**src/rtl/jls_pkg.sv**
```systemverilog
// shared types and constants of the jacobi linear solver
`default_nettype none
package jls_pkg;
    localparam int MAX_UNKNOWNS_DEF = 16;
    localparam int VALUE_BITS_DEF   = 32;
    localparam int ACC_BITS         = 64;
    localparam int CHG_BITS         = 40;
    localparam int SWEEP_BITS       = 16;
    localparam int SIZE_BITS        = 5;
    localparam int TOL_BITS         = 31;
    localparam int CFG_IDX_BITS     = 2;
    localparam int CFG_DATA_BITS    = 31;

    localparam logic [1:0] ACT_LOAD_COEF = 2'd0;
    localparam logic [1:0] ACT_LOAD_RHS  = 2'd1;
    localparam logic [1:0] ACT_SOLVE     = 2'd2;

    localparam logic [CFG_IDX_BITS-1:0] CFG_SIZE  = 2'd0;
    localparam logic [CFG_IDX_BITS-1:0] CFG_MAXIT = 2'd1;
    localparam logic [CFG_IDX_BITS-1:0] CFG_TOL   = 2'd2;

    // datapath commands from the controller
    typedef struct packed {
        logic clr_x;     // start of solve: zero the iterate
        logic clr_acc;   // start of a row
        logic mac;       // accumulate a(i,j)*x(j)
        logic div_start; // start the divide for row i
        logic clr_chg;   // start of a sweep
        logic commit;    // copy next to current
        logic zd_chk;    // check diagonal of row
    } t_cmd;

    typedef struct packed {
        logic div_busy;
        logic zdiag;
        logic below_tol;
    } t_sts;
endpackage
`default_nettype wire

```
**src/rtl/jls_ctrl.sv**
```systemverilog
// controller: sequences zero check, sweeps, rows and result beats
`default_nettype none
module jls_ctrl #(
    parameter int MAX_UNKNOWNS = 16
) (
    input  wire logic                            i_clk,
    input  wire logic                            i_rst_n,
    input  wire logic                            i_start,
    input  wire logic [4:0]                      i_size,
    input  wire logic [15:0]                     i_maxit,
    input  wire jls_pkg::t_sts                   i_sts,
    output jls_pkg::t_cmd                        o_cmd,
    output logic [$clog2(MAX_UNKNOWNS)-1:0]      o_row,
    output logic [$clog2(MAX_UNKNOWNS)-1:0]      o_col,
    output logic                                 o_col_valid,
    output logic                                 o_busy,
    output logic                                 o_out_valid,
    input  wire logic                            i_out_ready,
    output logic [$clog2(MAX_UNKNOWNS)-1:0]      o_out_idx,
    output logic                                 o_out_last,
    output logic                                 o_conv,
    output logic [15:0]                          o_sweeps,
    output logic                                 o_zdiag
);
    import jls_pkg::*;
    localparam int IW = $clog2(MAX_UNKNOWNS);
    localparam int CW = IW + 1;

    typedef enum logic [6:0] {
        S_IDLE  = 7'b0000001,
        S_ZCHK  = 7'b0000010,
        S_ZWAIT = 7'b0000100,
        S_ROW   = 7'b0001000,
        S_DIV   = 7'b0010000,
        S_EVAL  = 7'b0100000,
        S_OUT   = 7'b1000000
    } t_state;

    t_state r_st, n_st;
    logic [CW-1:0] r_n, r_i, r_j;
    logic [15:0] r_sw;
    logic r_conv;
    logic [2:0] r_wait;
    logic [CW-1:0] w_n;

    always_comb begin
        if (i_size == '0) w_n = CW'(1);
        else if (32'(i_size) > 32'(MAX_UNKNOWNS)) w_n = CW'(MAX_UNKNOWNS);
        else w_n = CW'(i_size);
    end

    always_comb begin
        o_cmd = '0;
        o_cmd.clr_x   = (r_st == S_IDLE) && i_start;
        o_cmd.zd_chk  = (r_st == S_ZCHK);
        o_cmd.mac     = (r_st == S_ROW) && (r_j < r_n);
        o_cmd.clr_acc = ((r_st == S_DIV) && (r_wait == '0) && !i_sts.div_busy)
                        || o_cmd.clr_x;
        o_cmd.div_start = (r_st == S_ROW) && (r_j == r_n) && (r_wait == 3'd4);
        o_cmd.clr_chg = o_cmd.clr_x || ((r_st == S_EVAL) && !i_sts.below_tol
                        && (r_sw != i_maxit));
        o_cmd.commit  = (r_st == S_EVAL) && !i_sts.below_tol;
    end
    assign o_row = IW'(r_i);
    assign o_col = (r_st == S_ZCHK) ? IW'(r_i) : IW'(r_j);
    assign o_col_valid = o_cmd.mac;

    always_ff @(posedge i_clk) begin
        if (!i_rst_n) begin
            r_st <= S_IDLE;
            r_i <= '0; r_j <= '0; r_n <= '0; r_sw <= '0;
            r_conv <= 1'b0; r_wait <= '0;
        end else begin
            case (r_st)
                S_IDLE: if (i_start) begin
                    r_n <= w_n; r_i <= '0; r_sw <= '0; r_conv <= 1'b0;
                    r_st <= S_ZCHK;
                end
                S_ZCHK: begin
                    if (r_i == r_n - 1'b1) begin
                        r_st <= S_ZWAIT; r_wait <= '0;
                    end else r_i <= r_i + 1'b1;
                end
                S_ZWAIT: begin
                    r_wait <= r_wait + 1'b1;
                    if (r_wait == 3'd2) begin
                        r_i <= '0; r_j <= '0;
                        if (i_sts.zdiag || i_maxit == '0) r_st <= S_OUT;
                        else begin r_st <= S_ROW; r_sw <= 16'd1; r_wait <= '0; end
                    end
                end
                S_ROW: begin
                    // walk columns, then drain the mac pipe before divide
                    if (r_j < r_n) r_j <= r_j + 1'b1;
                    else if (r_wait == 3'd4) begin r_st <= S_DIV; r_wait <= 3'd1; end
                    else r_wait <= r_wait + 1'b1;
                end
                S_DIV: begin
                    if (r_wait != '0) r_wait <= '0;
                    else if (!i_sts.div_busy) begin
                        r_j <= '0;
                        if (r_i == r_n - 1'b1) begin r_st <= S_EVAL; r_i <= '0; end
                        else begin r_i <= r_i + 1'b1; r_st <= S_ROW; end
                    end
                end
                S_EVAL: begin
                    if (i_sts.below_tol) begin r_conv <= 1'b1; r_st <= S_OUT; end
                    else if (r_sw == i_maxit) r_st <= S_OUT;
                    else begin r_sw <= r_sw + 1'b1; r_st <= S_ROW; end
                end
                S_OUT: if (i_out_ready) begin
                    if (r_i == r_n - 1'b1) r_st <= S_IDLE;
                    else r_i <= r_i + 1'b1;
                end
                default: r_st <= S_IDLE;
            endcase
        end
    end

    assign o_busy      = (r_st != S_IDLE);
    assign o_out_valid = (r_st == S_OUT);
    assign o_out_idx   = IW'(r_i);
    assign o_out_last  = (r_i == r_n - 1'b1);
    assign o_conv      = r_conv;
    assign o_sweeps    = i_sts.zdiag ? 16'd0 : r_sw;
    assign o_zdiag     = i_sts.zdiag;

`ifndef SYNTHESIS
    a_idle_no_out: assert property (@(posedge i_clk) disable iff (!i_rst_n)
        (r_st == S_IDLE) |-> !o_out_valid) else $error("result beat while idle");
    a_sweep_limit: assert property (@(posedge i_clk) disable iff (!i_rst_n)
        (r_st == S_ROW) |-> (r_sw <= i_maxit)) else $error("sweep count past limit");
    a_row_bound: assert property (@(posedge i_clk) disable iff (!i_rst_n)
        (r_st == S_OUT) |-> (r_i < r_n)) else $error("result index out of range");
    a_start_leaves_idle: assert property (@(posedge i_clk) disable iff (!i_rst_n)
        ((r_st == S_IDLE) && i_start) |=> (r_st == S_ZCHK)) else $error("solve not started");
`endif
endmodule
`default_nettype wire
```
**config.mk**
```make
export PLATFORM = sky130hd
export DESIGN_NAME = jls_ctrl
export DESIGN_NICKNAME = d
export VERILOG_FILES = /design/src/rtl/jls_pkg.sv /design/src/rtl/jls_ctrl.sv
export SDC_FILE = /design/constraint.sdc
export NUM_CORES = 1
export LEC_CHECK = 0
export ABC_AREA = 1
export CORE_AREA = 2 2 97 99
export CTS_CLUSTER_SIZE = 25
export DETAILED_ROUTE_END_ITERATION = 16
export DIE_AREA = 0 0 99 101
export DONT_BUFFER_PORTS = 1
export PLACE_DENSITY_LB_ADDON = 0.3
export SLEW_MARGIN = 20
export SYNTH_ARGS = -nofsm -noshare
export SYNTH_HDL_FRONTEND = slang
export SYNTH_SLANG_ARGS = --single-unit
```
**constraint.sdc**
```tcl
create_clock -name i_clk -period 5.55 [get_ports i_clk]
set_input_delay 1.665 -clock i_clk [delete_from_list [all_inputs] [get_ports i_clk]]
set_output_delay 1.665 -clock i_clk [all_outputs]
set_load 0.01 [all_outputs]
```
# Yosys cells after proc, flatten, opt, wreduce, memory -nomap -nowiden
# Index checks and enable logic that the tools add are counted.
[totals] inputBits=28 wordCells=118 ff_bits=42 out_inout_bits=41
[op_classes] reduce_logical=29 magnitude_cmp=2 muxes=46 eq_ne=29 n_addsub=5
[op_table] cell="16-bit two-way mux" n=6
[op_table] cell="7-bit two-way mux" n=12
[op_table] cell="5-bit two-way mux" n=12
[op_table] cell="7-bit one-hot mux with 7 select lines" n=1
[op_table] cell="16-bit one-hot mux with 3 select lines" n=1
[op_table] cell="5-bit one-hot mux with 5 select lines" n=1
[op_table] cell="2-bit != test (second input constant)" n=10
[op_table] cell="3-bit two-way mux" n=6
[op_table] cell="16-bit by 1-bit adder with 16-bit output (second input constant)" n=1
[op_table] cell="16-bit == test" n=1
[op_table] cell="16-bit zero test" n=1
[op_table] cell="16-bit != test" n=1
[op_table] cell="5-bit one-hot mux with 3 select lines" n=1
[op_table] cell="3-bit one-hot mux with 4 select lines" n=1
[op_table] cell="6-bit AND reduction" n=2
[op_table] cell="5-bit by 1-bit adder with 5-bit output (second input constant)" n=2
[op_table] cell="5-bit == test" n=2
[op_table] cell="2-bit by 1-bit != test with 1-bit output (second input constant)" n=5
[op_table] cell="9-bit AND reduction" n=1
[op_table] cell="3-bit nonzero test" n=3
[op_table] cell="1-bit logical AND" n=8
[op_table] cell="7-bit by 1-bit == test with 1-bit output (second input constant)" n=1
[op_table] cell="7-bit by 2-bit == test with 1-bit output (second input constant)" n=1
[op_table] cell="7-bit by 3-bit == test with 1-bit output (second input constant)" n=1
[op_table] cell="other kinds (26)" n=30

# Logic depth before layout (Yosys ltp)
[depth] word_depth=6 mapped_depth=14 mapped_depth_nobuf=14

# Worst setup path after synthesis
# No wires, ideal clock.
[synth_path] path_kind="input to output" start="input port i_maxit[0]" end="output port o_cmd[2] in the netlist's numbering" path_stages=9 arrival_ns=2.292 setup_slack_ns=1.593 required_time_ns=3.885 path_buffers=0 cell_sequence="inv_1 -> nand2_1 -> nand2_1 -> nor2_1 -> nand2_1 -> nor2_2 -> nand2_1 -> nand2_1 -> nand2_1"
[synth_rtl] element="start, declared" line_no="jls_ctrl.sv:10" source="input wire logic [15:0] i_maxit,"
[synth_rtl] element="end, declared" line_no="jls_ctrl.sv:12" source="output jls_pkg::t_cmd o_cmd,"

==> key figures <==
Placement
  – Dpl cells: 708
  – Gp weighted congestion: 0.836
  – Post-DP HPWL: between 7000 and 8000 µm
  – Post-Place Worst Slack: 1.38 ns
  – Port-buffer cells: 0

Clocking
  – Num CTS Buffers: 5
  – Worst-path clk slew: 0.08 ns
  – Setup bufs post-CTS: 0
  – # resized after CTS: 0
  – Clock Latency Late Sink: ~0.3 ns
  – CTS tree: done
  – H-Tree Depth: 2
  – CTS sink count: 42
  – Root buffer cell: clkbuf_8
  – CTS Buffer Depth: 2
  – Hold_buf cts: 0

Timing
  – TNS Setup: 0 ns
  – Final Skew: 0.0143 ns
  – Final min period: 4.16 ns
  – Max Fclk: about 240 MHz
  – RSZ-0062 raised after global routing: false
  – Final period utilization: 75.0%
  – Final setup fails: 0
  – Max-slew headroom: 29.6%
  – Max Slew Vio Count: 0
  – Hold violation total from the final report: 0
  – PnR worst setup slack: about 1.4 ns
  – Worst slew pin tran: 1.05 ns

Power
  – Power share of the combinational group: 42.4%
  – Internal power: 667 µW
  – Net switching power: 481 µW
  – Sequential share of power: between 30% and 40%
  – Clock power share: around a quarter
  – Lkg Pwr: 1.72 nW
  – Sw Ratio: 41.9%
  – Power per cell area: 308 nW/µm²
  – Max VDD drop: around 0.00016 V

Synth
  – Flops & latches, synth: 42
  – Syn Nets: roughly 660
  – Cell variety after synth: 29
  – Post-synthesis sequential area ratio: 23.3%
  – Cell with the most instances after synthesis: nand2_1
  – Asr flop ratio synth: 0%
  – Ranking of synthesized cells by area: dfxtp_1 (23%), nand2_1 (21%), nor2_1 (9.1%)
  – Synth top cells by count: nand2_1 (205), nor2_1 (88), inv_1 (80)
  – Share of the synthesized area in the top cell type: 23.3%
  – Top_reg_cell synth: dfxtp_1
  – Synth Instances: 624
  – Synthesized area: 3610 µm²
  – Syn. warnings: 0
  – Mapped Avg Cell Area: 5.79 µm²
  – EDFF count, synth: 0
  – Leading area contributor after synthesis: dfxtp_1

Route
  – Routed Antenna Nets: 0
  – Drt pass-1 iters: 5
  – Vias: 3693
  – Residual DRC: 0
  – Final wirelength: ~9200 µm
  – Post-DR wirelength/cell: 12.9 µm
  – Vias per cell: 5.16
  – DRT iter0 DRCs: 207

Die
  – Die width: 99 µm
  – I/O pin count: 69
  – Die area: 10000 µm²
  – Core box area: approximately 9000 µm²
  – Initial core utilization: 40.2%
  – Number of core rows: 35
  – Die Span Y: 101 µm

GRT
  – Vias in the first global route: 3471
  – Largest net degree at the start of global routing: 33
  – Grt ovf: 0
  – GR Util All Layers: 19.0%
  – First-pass GRT wire length: 15700 µm
  – Initial antenna violation count: 0

Worst setup path
  – Critical path capture point type: primary output
  – Worst path slowest cell: nor2_2
  – Startpoint types: input pin
  – Slowest stage delay, CP: between 0.15 and 0.2 ns
  – Worst path required time: 3.88 ns
  – Critical path type: input pin to primary output
  – Crit path top cell by count: nand2_1
  – Crit path DAT: 2.50 ns
  – Crit-path cells: inv_1 -> nand2_1 -> nand2_1 -> nor2_1 -> nand2_1 -> nor2_2 -> nand2_1 -> nand2_1 -> nand2_1
  – Worst-path maximum fanout: 2

Finish
  – Final nets: ~640
  – Area added between synthesis and finish: 3.26%
  – Antenna cells: 0
  – Fraction of layout cells with a size suffix above 1: 6.94%
  – Final Non-Filler Cells: 716
  – FILL cells: around 940

Run status
  – Status: complete, no violations

Worst hold path
  – Hold crit path type: flop to flop

Run
  – Maximum Capacitance Violations: 0
metrics by stage:
step	util (%)	hold WS (ns)	power [mW]	cell area, µm²
6_report	41.5	0.473	1.15	3730
5_1_grt	41.5	0.504	1.24	3730
4_1_cts	41.5	0.474	1.16	3730
3_5_place_dp	40.0	0.461	0.852	3590
3_3_place_gp	40.0	0.457	0.840	3590
2_1_floorplan	-	0.445	0.790	3610
kinds of logic (layout without fill, tap and decap cells):
logic type,after synthesis,after routing,synth area share [%]
buf+inv,115,96,13.7
simple gates,391,391,48.5
fa+ha+maj,12,12,4.16
flops,42,42,23.3
xor+xnor,14,14,3.39
compound gates,50,50,7.00
flip-flops by register name (all words and copies together) (netlist names):
name    cells
o_conv      1
r_i         5
r_j         5
r_n         5
r_st        7
r_sw       16
r_wait      3
final cells by class:
| type | count | area, µm² | area share (%) |
|---|---|---|---|
| multi-input combinational | 467 | 2280 | 61.1 |
| sequential | 42 | 841 | 22.5 |
| inverter | 88 | 330 | 8.86 |
| tap | 111 | 139 | 3.72 |
| clock buffer | 6 | 82.6 | 2.21 |
| clock inverter | 2 | 60.1 | 1.61 |
metal layers:
metal,GRT usage (%),wire (µm),vias to the layer above
li1,-,-,1906
met1,24.3,4200,1657
met2,32.3,4210,115
met3,3.74,641,15
met4,5.90,158,0
met5,0,0,-
layout by cell type (no fill, tap or decap), drive strengths merged:
cell type | netlist | layout
nand3 | 40 | 40
nand3b | 1 | 1
nand2 | 210 | 210
o21ai | 13 | 13
ha | 12 | 12
and3 | 1 | 1
inv | 88 | 87
a211oi | 1 | 1
a21oi | 36 | 36
bufinv | 0 | 2
clkinv | 0 | 1
nor2 | 102 | 102
clkbuf | 10 | 6
xnor2 | 2 | 2
nand4 | 32 | 32
dfxtp | 42 | 42
xor2 | 12 | 12
nor3 | 5 | 5
power by group through the flow:
stage | clock [mW] | combinational (mW) | sequential (mW)
6_report | 0.300 | 0.487 | 0.361
5_1_grt | 0.317 | 0.558 | 0.366
4_1_cts | 0.308 | 0.487 | 0.361
3_5_place_dp | 0 | 0.484 | 0.368
3_3_place_gp | 0 | 0.474 | 0.366
2_1_floorplan | 0 | 0.434 | 0.357
critical path, delay by kind of cell:
family | cells | cell delay (ns)
buffers and inverters | 1 | 0.03
and+or+nand+nor | 8 | 0.79
path summary, 6_finish.rpt:
| kind | start | slack, ns | end | cells past startpoint |
|---|---|---|---|---|
| setup / recovery | i_maxit[0] | 1.39 | o_cmd[2] | 9 |
| hold / removal | r_n[1] | 0.47 | r_n[1] | 2 |
| setup reg to reg | r_st[2] | 3.18 | r_i[1] | 8 |
| hold reg to reg | r_n[1] | 0.47 | r_n[1] | 2 |
Note: power is estimated with default switching activity, not from simulation.
